$ cat src/hdl/spectrum_bar_graph_macros.svh
// Assertion macros shared by the spectrum bar graph RTL.
`ifndef SPECTRUM_BAR_GRAPH_MACROS_SVH
`define SPECTRUM_BAR_GRAPH_MACROS_SVH

// Same-cycle implication, disabled during reset.
`define SBG_ASSERT_IMP(label, clk, rstn, ante, cons, msg) \
    label: assert property (@(posedge clk) disable iff (!rstn) (ante) |-> (cons)) \
        else $error(msg);

// Next-cycle implication, disabled during reset.
`define SBG_ASSERT_NXT(label, clk, rstn, ante, cons, msg) \
    label: assert property (@(posedge clk) disable iff (!rstn) (ante) |=> (cons)) \
        else $error(msg);

`endif

$ cat src/hdl/sbg_pkg.sv
// Shared types and constants of the spectrum bar graph.
package sbg_pkg;

    localparam int SQ_IN_W   = 32;
    localparam int SQ_ROOT_W = 16;
    localparam int SQ_CNT_W  = $clog2(SQ_ROOT_W);

    localparam int DIV_W     = 16;
    localparam int DIVR_W    = 8;
    localparam int DIV_CNT_W = $clog2(DIV_W);

    localparam int SUM_W     = 14;
    localparam int SUM_LIMIT = 16383;
    localparam int CFG_W     = 8;

    localparam int AVG_SHIFT = 17;

    typedef struct packed {
        logic busy;
        logic done;
    } unit_stat_t;

    typedef enum logic [3:0] {
        ST_IDLE,
        ST_SQ_RE,
        ST_SQ_IM,
        ST_ROOT_GO,
        ST_ROOT_WAIT,
        ST_DIV_GO,
        ST_DIV_WAIT,
        ST_AVG,
        ST_EMIT
    } state_t;

    typedef enum logic [1:0] {
        CFG_DIVISOR   = 2'd0,
        CFG_FIRST_BIN = 2'd1,
        CFG_YELLOW    = 2'd2,
        CFG_RED       = 2'd3
    } cfg_index_t;

endpackage

$ cat src/hdl/sbg_isqrt.sv
// Bit-serial integer square root, one root bit per cycle.
module sbg_isqrt (
    input  logic                           aclk,
    input  logic                           aresetn,
    input  logic                           start,
    input  logic [sbg_pkg::SQ_IN_W-1:0]    radicand,
    output logic [sbg_pkg::SQ_ROOT_W-1:0]  root,
    output sbg_pkg::unit_stat_t            stat
);

    localparam int RW = sbg_pkg::SQ_ROOT_W;

    logic                         busy_reg, busy_next;
    logic                         done_reg, done_next;
    logic [sbg_pkg::SQ_CNT_W-1:0] cnt_reg, cnt_next;
    logic [sbg_pkg::SQ_IN_W-1:0]  x_reg, x_next;
    logic [RW+1:0]                rem_reg, rem_next;
    logic [RW-1:0]                root_reg, root_next;
    logic [RW+3:0]                rem_sh;
    logic [RW+3:0]                trial;
    logic                         fits;

    assign rem_sh = {rem_reg, x_reg[sbg_pkg::SQ_IN_W-1 -: 2]};
    assign trial  = {2'b00, root_reg, 2'b01};
    assign fits   = rem_sh >= trial;

    always_comb begin
        busy_next = busy_reg;
        done_next = busy_reg && (cnt_reg == '0);
        cnt_next  = cnt_reg;
        x_next    = x_reg;
        rem_next  = rem_reg;
        root_next = root_reg;
        if (start && !busy_reg) begin
            busy_next = 1'b1;
            cnt_next  = sbg_pkg::SQ_CNT_W'(RW - 1);
            x_next    = radicand;
            rem_next  = '0;
            root_next = '0;
        end else if (busy_reg) begin
            x_next = {x_reg[sbg_pkg::SQ_IN_W-3:0], 2'b00};
            if (fits) begin
                rem_next  = (RW + 2)'(rem_sh - trial);
                root_next = {root_reg[RW-2:0], 1'b1};
            end else begin
                rem_next  = rem_sh[RW+1:0];
                root_next = {root_reg[RW-2:0], 1'b0};
            end
            cnt_next = cnt_reg - 1'b1;
            if (cnt_reg == '0) begin
                busy_next = 1'b0;
            end
        end
    end

    always_ff @(posedge aclk) begin
        if (!aresetn) begin
            busy_reg <= 1'b0;
            done_reg <= 1'b0;
            cnt_reg  <= '0;
        end else begin
            busy_reg <= busy_next;
            done_reg <= done_next;
            cnt_reg  <= cnt_next;
        end
    end

    always_ff @(posedge aclk) begin
        x_reg    <= x_next;
        rem_reg  <= rem_next;
        root_reg <= root_next;
    end

    assign root      = root_reg;
    assign stat.busy = busy_reg;
    assign stat.done = done_reg;

endmodule

$ cat src/hdl/sbg_divider.sv
// Restoring divider, one quotient bit per cycle.
module sbg_divider (
    input  logic                        aclk,
    input  logic                        aresetn,
    input  logic                        start,
    input  logic [sbg_pkg::DIV_W-1:0]   dividend,
    input  logic [sbg_pkg::DIVR_W-1:0]  divisor,
    output logic [sbg_pkg::DIV_W-1:0]   quotient,
    output sbg_pkg::unit_stat_t         stat
);

    localparam int QW = sbg_pkg::DIV_W;
    localparam int VW = sbg_pkg::DIVR_W;

    logic                          busy_reg, busy_next;
    logic                          done_reg, done_next;
    logic [sbg_pkg::DIV_CNT_W-1:0] cnt_reg, cnt_next;
    logic [QW-1:0]                 q_reg, q_next;
    logic [VW-1:0]                 rem_reg, rem_next;
    logic [VW-1:0]                 dvs_reg, dvs_next;
    logic [VW:0]                   rem_sh;
    logic                          fits;

    assign rem_sh = {rem_reg, q_reg[QW-1]};
    assign fits   = rem_sh >= {1'b0, dvs_reg};

    always_comb begin
        busy_next = busy_reg;
        done_next = busy_reg && (cnt_reg == '0);
        cnt_next  = cnt_reg;
        q_next    = q_reg;
        rem_next  = rem_reg;
        dvs_next  = dvs_reg;
        if (start && !busy_reg) begin
            busy_next = 1'b1;
            cnt_next  = sbg_pkg::DIV_CNT_W'(QW - 1);
            q_next    = dividend;
            rem_next  = '0;
            dvs_next  = divisor;
        end else if (busy_reg) begin
            if (fits) begin
                rem_next = VW'(rem_sh - {1'b0, dvs_reg});
            end else begin
                rem_next = rem_sh[VW-1:0];
            end
            q_next   = {q_reg[QW-2:0], fits};
            cnt_next = cnt_reg - 1'b1;
            if (cnt_reg == '0) begin
                busy_next = 1'b0;
            end
        end
    end

    always_ff @(posedge aclk) begin
        if (!aresetn) begin
            busy_reg <= 1'b0;
            done_reg <= 1'b0;
            cnt_reg  <= '0;
        end else begin
            busy_reg <= busy_next;
            done_reg <= done_next;
            cnt_reg  <= cnt_next;
        end
    end

    always_ff @(posedge aclk) begin
        q_reg   <= q_next;
        rem_reg <= rem_next;
        dvs_reg <= dvs_next;
    end

    assign quotient  = q_reg;
    assign stat.busy = busy_reg;
    assign stat.done = done_reg;

endmodule

$ cat src/hdl/spectrum_bar_graph.sv
// Spectrum bar graph: turns FFT bins into bar heights and color band pixel counts.
// A bin that feeds a bar is worked after its acceptance on one shared 16x16 multiplier that
// squares the real and imaginary parts, then on the bit-serial square root, and then on the
// restoring divider, which divides by the configured divisor. A bin that closes a bar then
// takes the group average by a reciprocal multiply and loads the result register; that
// load waits while the previous bar is still pending. Bins outside any bar are taken while
// s_ready stays high. s_ready is low while a bin is being worked; a finished bar waits in
// the output register so the next bin can be taken while the result is still pending.
`include "spectrum_bar_graph_macros.svh"

module spectrum_bar_graph #(
    parameter int FFT_POINTS   = 1024,
    parameter int BAR_COUNT    = 160,
    parameter int BINS_PER_BAR = 3,
    parameter int MAX_HEIGHT   = 128
) (
    input  logic                       aclk,
    input  logic                       aresetn,
    input  logic                       cfg_wr_en,
    input  logic [1:0]                 cfg_index,
    input  logic [sbg_pkg::CFG_W-1:0]  cfg_wr_data,
    input  logic                       s_valid,
    output logic                       s_ready,
    input  logic signed [15:0]         s_bin_real,
    input  logic signed [15:0]         s_bin_imag,
    input  logic                       s_frame_start,
    output logic                       m_valid,
    input  logic                       m_ready,
    output logic [8:0]                 m_column,
    output logic [7:0]                 m_height,
    output logic [6:0]                 m_lime_count,
    output logic [7:0]                 m_yellow_count,
    output logic [7:0]                 m_red_count,
    output logic [7:0]                 m_black_count,
    output logic                       m_last_bar
);

    localparam int HALF_BINS = FFT_POINTS / 2;
    localparam int BIN_W     = $clog2(HALF_BINS) + 1;
    localparam int BAR_W     = $clog2(BAR_COUNT + 1);
    localparam int GP_W      = (BINS_PER_BAR > 1) ? $clog2(BINS_PER_BAR) : 1;
    localparam int SW        = sbg_pkg::SUM_W;
    localparam int AW        = sbg_pkg::AVG_SHIFT;
    localparam int PW        = SW + AW + 1;
    localparam logic [AW:0] AVG_RECIP = (AW + 1)'((2 ** AW + BINS_PER_BAR - 1) / BINS_PER_BAR);

    sbg_pkg::state_t              state_reg, state_next;
    logic [7:0]                   divisor_reg, divisor_next;
    logic [5:0]                   first_bin_reg, first_bin_next;
    logic [7:0]                   yellow_reg, yellow_next;
    logic [7:0]                   red_reg, red_next;
    logic [BIN_W-1:0]             bin_index_reg, bin_index_next;
    logic [SW-1:0]                group_sum_reg, group_sum_next;
    logic [GP_W-1:0]              group_pos_reg, group_pos_next;
    logic [BAR_W-1:0]             bar_index_reg, bar_index_next;
    logic                         m_valid_reg, m_valid_next;

    logic [15:0]                  ur_reg, ur_next;
    logic [15:0]                  ui_reg, ui_next;
    logic                         last_pend_reg, last_pend_next;
    logic [31:0]                  prod_reg, prod_next;
    logic [31:0]                  sumsq_reg, sumsq_next;
    logic [7:0]                   height_reg, height_next;
    logic [8:0]                   col_reg, col_next;
    logic [7:0]                   ht_out_reg, ht_out_next;
    logic [6:0]                   lime_reg, lime_next;
    logic [7:0]                   yel_out_reg, yel_out_next;
    logic [7:0]                   red_out_reg, red_out_next;
    logic [7:0]                   black_reg, black_next;
    logic                         last_reg, last_next;

    logic [BIN_W-1:0]             idx_cur;
    logic [BAR_W-1:0]             bar_cur;
    logic                         bin_active;
    logic                         s_fire;
    logic [15:0]                  mul_op;
    logic [31:0]                  mul_prod;
    logic [7:0]                   div_eff;
    logic [sbg_pkg::DIV_W:0]      sum_wide;
    logic [SW-1:0]                sum_sat;
    logic [PW-1:0]                avg_prod;
    logic [SW-1:0]                avg_quot;

    logic                         sqrt_start;
    logic [sbg_pkg::SQ_ROOT_W-1:0] sqrt_root;
    sbg_pkg::unit_stat_t          sqrt_stat;
    logic                         div_start;
    logic [sbg_pkg::DIV_W-1:0]    div_dividend;
    logic [sbg_pkg::DIVR_W-1:0]   div_divisor;
    logic [sbg_pkg::DIV_W-1:0]    div_quot;
    sbg_pkg::unit_stat_t          div_stat;

    logic [8:0]                   ys9, rs9, hp1, lime_hi;
    logic [8:0]                   lime9, yel9, red9;
    logic [8:0]                   count_total;

    function automatic logic [8:0] span(input logic [8:0] lo, input logic [8:0] excl);
        span = (excl > lo) ? excl - lo : 9'd0;
    endfunction

    function automatic logic [8:0] min9(input logic [8:0] a, input logic [8:0] b);
        min9 = (a < b) ? a : b;
    endfunction

    function automatic logic [8:0] max1(input logic [8:0] a);
        max1 = (a == 9'd0) ? 9'd1 : a;
    endfunction

    sbg_isqrt u_isqrt (
        .aclk     (aclk),
        .aresetn  (aresetn),
        .start    (sqrt_start),
        .radicand (sumsq_reg),
        .root     (sqrt_root),
        .stat     (sqrt_stat)
    );

    sbg_divider u_divider (
        .aclk     (aclk),
        .aresetn  (aresetn),
        .start    (div_start),
        .dividend (div_dividend),
        .divisor  (div_divisor),
        .quotient (div_quot),
        .stat     (div_stat)
    );

    assign s_ready = (state_reg == sbg_pkg::ST_IDLE);
    assign s_fire  = s_valid && s_ready;

    assign idx_cur    = s_frame_start ? '0 : bin_index_reg;
    assign bar_cur    = s_frame_start ? '0 : bar_index_reg;
    assign bin_active = (idx_cur < BIN_W'(HALF_BINS)) && (idx_cur >= BIN_W'(first_bin_reg))
                        && (bar_cur < BAR_W'(BAR_COUNT));

    assign mul_op   = (state_reg == sbg_pkg::ST_SQ_RE) ? ur_reg : ui_reg;
    assign mul_prod = mul_op * mul_op;

    assign div_eff      = (divisor_reg == 8'd0) ? 8'd1 : divisor_reg;
    assign sqrt_start   = (state_reg == sbg_pkg::ST_ROOT_GO);
    assign div_start    = (state_reg == sbg_pkg::ST_DIV_GO);
    assign div_dividend = sqrt_root;
    assign div_divisor  = div_eff;

    assign sum_wide = (sbg_pkg::DIV_W + 1)'(group_sum_reg) + (sbg_pkg::DIV_W + 1)'(div_quot);
    assign sum_sat  = (sum_wide > (sbg_pkg::DIV_W + 1)'(sbg_pkg::SUM_LIMIT))
                      ? SW'(sbg_pkg::SUM_LIMIT) : sum_wide[SW-1:0];

    assign avg_prod = PW'(group_sum_reg) * PW'(AVG_RECIP);
    assign avg_quot = avg_prod[AW +: SW];

    assign ys9     = (yellow_reg > 8'(MAX_HEIGHT)) ? 9'(MAX_HEIGHT) : {1'b0, yellow_reg};
    assign rs9     = (red_reg > 8'(MAX_HEIGHT)) ? 9'(MAX_HEIGHT) : {1'b0, red_reg};
    assign hp1     = {1'b0, height_reg} + 9'd1;
    assign lime_hi = min9(ys9, rs9);
    assign lime9   = span(9'd1, min9(lime_hi, hp1));
    assign yel9    = span(max1(ys9), min9(rs9, hp1));
    assign red9    = span(max1(rs9), hp1);

    always_comb begin
        state_next     = state_reg;
        divisor_next   = divisor_reg;
        first_bin_next = first_bin_reg;
        yellow_next    = yellow_reg;
        red_next       = red_reg;
        bin_index_next = bin_index_reg;
        group_sum_next = group_sum_reg;
        group_pos_next = group_pos_reg;
        bar_index_next = bar_index_reg;
        m_valid_next   = m_valid_reg && !m_ready;
        ur_next        = ur_reg;
        ui_next        = ui_reg;
        last_pend_next = last_pend_reg;
        prod_next      = prod_reg;
        sumsq_next     = sumsq_reg;
        height_next    = height_reg;
        col_next       = col_reg;
        ht_out_next    = ht_out_reg;
        lime_next      = lime_reg;
        yel_out_next   = yel_out_reg;
        red_out_next   = red_out_reg;
        black_next     = black_reg;
        last_next      = last_reg;

        if (cfg_wr_en) begin
            unique case (cfg_index)
                sbg_pkg::CFG_DIVISOR:   divisor_next   = cfg_wr_data;
                sbg_pkg::CFG_FIRST_BIN: first_bin_next = cfg_wr_data[5:0];
                sbg_pkg::CFG_YELLOW:    yellow_next    = cfg_wr_data;
                sbg_pkg::CFG_RED:       red_next       = cfg_wr_data;
                default: ;
            endcase
        end

        unique case (state_reg)
            sbg_pkg::ST_IDLE: begin
                if (s_fire) begin
                    bin_index_next = (idx_cur < BIN_W'(HALF_BINS)) ? idx_cur + 1'b1 : idx_cur;
                    bar_index_next = bar_cur;
                    if (s_frame_start) begin
                        group_sum_next = '0;
                        group_pos_next = '0;
                    end
                    if (bin_active) begin
                        ur_next        = s_bin_real[15] ? 16'(~s_bin_real + 16'sd1)
                                                        : 16'(s_bin_real);
                        ui_next        = s_bin_imag[15] ? 16'(~s_bin_imag + 16'sd1)
                                                        : 16'(s_bin_imag);
                        last_pend_next = (bar_cur == BAR_W'(BAR_COUNT - 1))
                                         || (idx_cur == BIN_W'(HALF_BINS - 1));
                        state_next     = sbg_pkg::ST_SQ_RE;
                    end
                end
            end
            sbg_pkg::ST_SQ_RE: begin
                prod_next  = mul_prod;
                state_next = sbg_pkg::ST_SQ_IM;
            end
            sbg_pkg::ST_SQ_IM: begin
                sumsq_next = prod_reg + mul_prod;
                state_next = sbg_pkg::ST_ROOT_GO;
            end
            sbg_pkg::ST_ROOT_GO: begin
                state_next = sbg_pkg::ST_ROOT_WAIT;
            end
            sbg_pkg::ST_ROOT_WAIT: begin
                if (sqrt_stat.done) begin
                    state_next = sbg_pkg::ST_DIV_GO;
                end
            end
            sbg_pkg::ST_DIV_GO: begin
                state_next = sbg_pkg::ST_DIV_WAIT;
            end
            sbg_pkg::ST_DIV_WAIT: begin
                if (div_stat.done) begin
                    group_sum_next = sum_sat;
                    if (group_pos_reg == GP_W'(BINS_PER_BAR - 1)) begin
                        state_next = sbg_pkg::ST_AVG;
                    end else begin
                        group_pos_next = group_pos_reg + 1'b1;
                        state_next     = sbg_pkg::ST_IDLE;
                    end
                end
            end
            sbg_pkg::ST_AVG: begin
                height_next = (avg_quot > SW'(MAX_HEIGHT)) ? 8'(MAX_HEIGHT) : avg_quot[7:0];
                state_next  = sbg_pkg::ST_EMIT;
            end
            sbg_pkg::ST_EMIT: begin
                if (!m_valid_reg || m_ready) begin
                    m_valid_next   = 1'b1;
                    col_next       = 9'(bar_index_reg) << 1;
                    ht_out_next    = height_reg;
                    lime_next      = lime9[6:0];
                    yel_out_next   = yel9[7:0];
                    red_out_next   = red9[7:0];
                    black_next     = 8'(MAX_HEIGHT) - height_reg;
                    last_next      = last_pend_reg;
                    group_sum_next = '0;
                    group_pos_next = '0;
                    bar_index_next = bar_index_reg + 1'b1;
                    state_next     = sbg_pkg::ST_IDLE;
                end
            end
            default: state_next = sbg_pkg::ST_IDLE;
        endcase
    end

    always_ff @(posedge aclk) begin
        if (!aresetn) begin
            state_reg     <= sbg_pkg::ST_IDLE;
            divisor_reg   <= 8'd14;
            first_bin_reg <= 6'd16;
            yellow_reg    <= 8'd32;
            red_reg       <= 8'd64;
            bin_index_reg <= '0;
            group_sum_reg <= '0;
            group_pos_reg <= '0;
            bar_index_reg <= '0;
            m_valid_reg   <= 1'b0;
        end else begin
            state_reg     <= state_next;
            divisor_reg   <= divisor_next;
            first_bin_reg <= first_bin_next;
            yellow_reg    <= yellow_next;
            red_reg       <= red_next;
            bin_index_reg <= bin_index_next;
            group_sum_reg <= group_sum_next;
            group_pos_reg <= group_pos_next;
            bar_index_reg <= bar_index_next;
            m_valid_reg   <= m_valid_next;
        end
    end

    always_ff @(posedge aclk) begin
        ur_reg        <= ur_next;
        ui_reg        <= ui_next;
        last_pend_reg <= last_pend_next;
        prod_reg      <= prod_next;
        sumsq_reg     <= sumsq_next;
        height_reg    <= height_next;
        col_reg       <= col_next;
        ht_out_reg    <= ht_out_next;
        lime_reg      <= lime_next;
        yel_out_reg   <= yel_out_next;
        red_out_reg   <= red_out_next;
        black_reg     <= black_next;
        last_reg      <= last_next;
    end

    assign m_valid        = m_valid_reg;
    assign m_column       = col_reg;
    assign m_height       = ht_out_reg;
    assign m_lime_count   = lime_reg;
    assign m_yellow_count = yel_out_reg;
    assign m_red_count    = red_out_reg;
    assign m_black_count  = black_reg;
    assign m_last_bar     = last_reg;

    assign count_total = {2'b00, m_lime_count} + {1'b0, m_yellow_count}
                         + {1'b0, m_red_count} + {1'b0, m_black_count};

    `SBG_ASSERT_NXT(a_busy_after_bin, aclk, aresetn, s_fire && bin_active, !s_ready,
                    "bin in a bar did not start work")
    `SBG_ASSERT_IMP(a_units_idle, aclk, aresetn, state_reg == sbg_pkg::ST_IDLE,
                    !sqrt_stat.busy && !div_stat.busy, "arithmetic unit busy while idle")
    `SBG_ASSERT_IMP(a_height_range, aclk, aresetn, m_valid, m_height <= 8'(MAX_HEIGHT),
                    "bar height above limit")
    `SBG_ASSERT_IMP(a_band_total, aclk, aresetn, m_valid && (MAX_HEIGHT <= 128),
                    count_total == 9'(MAX_HEIGHT), "band counts do not cover the column")

endmodule
$ cat config.mk
export PLATFORM = sky130hd
export DESIGN_NAME = spectrum_bar_graph
export DESIGN_NICKNAME = d
export VERILOG_FILES = /design/src/hdl/sbg_pkg.sv /design/src/hdl/sbg_isqrt.sv /design/src/hdl/sbg_divider.sv /design/src/hdl/spectrum_bar_graph.sv
export VERILOG_INCLUDE_DIRS = /design/src /design/src/hdl
export SDC_FILE = /design/constraint.sdc
export NUM_CORES = 1
export LEC_CHECK = 0
export BUFFER_PORTS_ARGS = -buffer_cell sky130_fd_sc_hd__buf_4
export CORE_MARGIN = 2
export CORE_UTILIZATION = 35
export CTS_BUF_LIST = sky130_fd_sc_hd__clkbuf_16
export DETAILED_ROUTE_END_ITERATION = 6
export PLACE_DENSITY_LB_ADDON = 0.25
export SLEW_MARGIN = 30
export SYNTH_ARGS = -nofsm -noshare
export SYNTH_HDL_FRONTEND = slang
export SYNTH_SLANG_ARGS = --single-unit
$ cat constraint.sdc
create_clock -name aclk -period 11.9 [get_ports aclk]
set_input_delay 0.595 -clock aclk [delete_from_list [all_inputs] [get_ports aclk]]
set_output_delay 0.595 -clock aclk [all_outputs]
set_load 0.01 [all_outputs]
==> flow_summary.ini <==
[yosys]
syn-mean-instance-area_sq_um = 9.87
syn-num-nets = 3412
synthCells = 2820
ys_async_sr_fraction_pct = 0
synth.distinct_cells = 84
syn_area_sq_mm = 0.0278
seq_area_frac_synth_pct = 31.2
synth-seq-cells = 330
synth_warnings = 0
synth_enable_flop_cells = 207
synth_ff_type = edfxtp_1

[clock_network]
ctsHoldBuffers = 0
cts_setup_buffers = 0
cts_root_buffer = clkbuf_16
htree_levels = 2
ctsResizeCount = 0
cts_buffers = 40
numClockSinks = 330
clk_pin_slew_ps = 60
cts_tree = built
clockBufferDepth = 3
clock_latency_ps = 600

[grt]
grt_start_max_net_pins = 56
grt_use_total_pct = 14.7
grt_remaining_overflow = 0
grt_pass1_wl_um = 99300
grt_pass1_vias = 19600
antenna_found_initial = 0

[cells_and_area]
drive_gt1_share_pct = 9.35
num_antenna_cells = 0
area_delta_synth_final_pct = 11.6
finalInstanceArea_sq_mm = 0.0311
nets = 3502

[worst_hold_path]
min_to = ui_reg[0]
hp-start = s_bin_imag[0]
hp-class = primary input to register
whs_path_depth = 1

[timing]
setup-violations-final = 0
holdWs_ps = 229
rsz0062_at_grt = false
clock_skew_ps = 43.7
finalCriticalPeriod_ps = 10740
fin_tns_setup_ps = 0
finalHoldViolCount = 0
worst_pin_slew_ps = 951
finalWorstSetupSlack_ps = 1160
max_freq_mhz = 93.2
slew_viol_final = 0
fin_crit_sh_pct = 90.2
slew_headroom_pct = 34.8

[place]
place_congestion = 0.847
portBuffers = 97
dp.final_hpwl_um = 46700
placedInstanceArea_sq_mm = 0.0298
place_ws_ps = 1230

[setup_path]
r2r_start = state_reg[0]
crit_fanout = 12
crit_type = register to register
arrival_ps = 11040
crit_path_max_incr_delay_ps = 730
reg2regPathDepth = 38
start_kind = register
r2r-end = sumsq_reg[31]
r2r_slack_ps = 1160
crit_top_cell = inv_1
worstPathRequired_ps = 12210
cp-end-kind = register
crit_slowest_cell = nor3_2

[die]
core_sq_mm = 0.0789
die_h_um = 286
rows = 103
dieArea_sq_mm = 0.0818
initial_core_util_pct = 35.3
num_io_pins = 99
die_w_um = 286

[detailed_routing]
drc_errors = 0
final_antenna_net_count = 0
wl_per_cell_um = 14.8
drt-initial-drc-count = 878
vias = 19300
first_pass_iters = 5
viasPerCell = 4.85
totalWireLength_um = 59100

[flow_run]
drv_cap = 0

[run_status]
status = completed
[logic make-up (layout without fill, tap and decap cells)]
| kind of cell | count (synthesis) | in the layout | synth area share, % |
|---|---|---|---|
| mux | 115 | 115 | 4.44 |
| flops | 330 | 330 | 31.2 |
| compound gates | 465 | 465 | 10.7 |
| simple gates | 737 | 737 | 12.0 |
| buf+inv | 482 | 603 | 6.62 |
| xor+xnor | 146 | 146 | 4.64 |
| fa+ha+maj | 544 | 544 | 30.4 |
| other cells | 1 | 1 | 0.0135 |
[metal layers]
layer | share of wire (%) | vias up | wire length (um) | track usage (%)
met5 | 0 | - | 0 | 0
met4 | 1.6 | 0 | 942 | 3.10
met3 | 3.6 | 63 | 2140 | 2.03
met2 | 49 | 268 | 28700 | 25.3
met1 | 46 | 9294 | 27300 | 19.6
li1 | - | 9714 | - | -
[Yosys cell counts, drive strengths merged (15+ instances only)]
cell type    n  area share (%)
inv        404             5.4
ha         323              15
nand2      251             3.4
nor2       243             3.3
fa         221              16
edfxtp     207              22
o21ai      135             2.5
a21oi      123             2.3
dfxtp      123             8.8
xnor2      102             3.2
mux2        68             2.7
clkbuf      57            0.77
a21o        48             1.3
mux2i       47             1.7
nor2b       44             1.0
nor3        44            0.83
xor2        43             1.4
nand3       36            0.65
o21a        28            0.75
a22o        20            0.63
nand2b      19            0.45
or3         19            0.43
and3        17            0.38
a31oi       15            0.34
o31ai       15            0.40
[worst max path at each step]
stage                            start             to  slack [ps]
after global placement    state_reg[0]  sumsq_reg[31]        1450
final                     state_reg[0]  sumsq_reg[31]        1160
after global routing      state_reg[0]  sumsq_reg[31]         370
after detailed placement  state_reg[0]  sumsq_reg[31]        1230
after floorplan           state_reg[1]  sumsq_reg[31]        2130
after CTS                 state_reg[0]  sumsq_reg[31]        1140
[final cells by class]
cell class / count / area [sq um]
clock inverters: 33 / 253
fillers: 7944 / 47800
inverters: 411 / 1550
flip-flops and latches: 330 / 8680
multi-input cells: 2008 / 17400
repair buffers: 119 / 913
clock buffers: 40 / 1000
well taps: 1050 / 1310
[cell usage in the layout, fill, tap and decap left out, types with 11 or more instances in the layout]
| cell type | instances |
|---|---|
| o21ai_0 | 126 |
| o31ai_1 | 15 |
| nor3_1 | 41 |
| nor2b_1 | 43 |
| fa_1 | 221 |
| or3_1 | 19 |
| nor2_1 | 240 |
| clkbuf_16 | 40 |
| a21oi_1 | 118 |
| inv_1 | 418 |
| a211oi_1 | 11 |
| a22o_1 | 20 |
| mux2_2 | 68 |
| ha_1 | 323 |
| edfxtp_1 | 207 |
| and3_1 | 17 |
| mux2i_1 | 47 |
| a21o_1 | 48 |
| o21a_1 | 28 |
| clkinv_1 | 13 |
| xor2_1 | 43 |
| xnor2_1 | 102 |
| nand2b_1 | 18 |
| nand2_1 | 251 |
| nand4_1 | 14 |
| a31oi_1 | 15 |
| buf_4 | 118 |
| nand3_1 | 36 |
| dfxtp_1 | 123 |
[metrics by stage]
| step | util [%] | instances |
|---|---|---|
| after global routing | 39.4 | 3991 |
| after CTS | 39.4 | 3990 |
| final | 39.4 | 3991 |
| after global placement | 37.8 | 3917 |
| after detailed placement | 37.8 | 3917 |
| after floorplan | - | 2820 |
[worst max-delay path, delay by kind of cell (launching register included)]
family          cells  cell delay, ps
buf+inv             9            1210
xor+xnor            2             450
compound gates      9            1970
mux                 1             620
fa+ha+maj           8            3540
flops               1             550
simple gates        9            2070
Power is not shown: default switching activity piles up to over one toggle a cycle in this logic, so the estimate is an artifact.
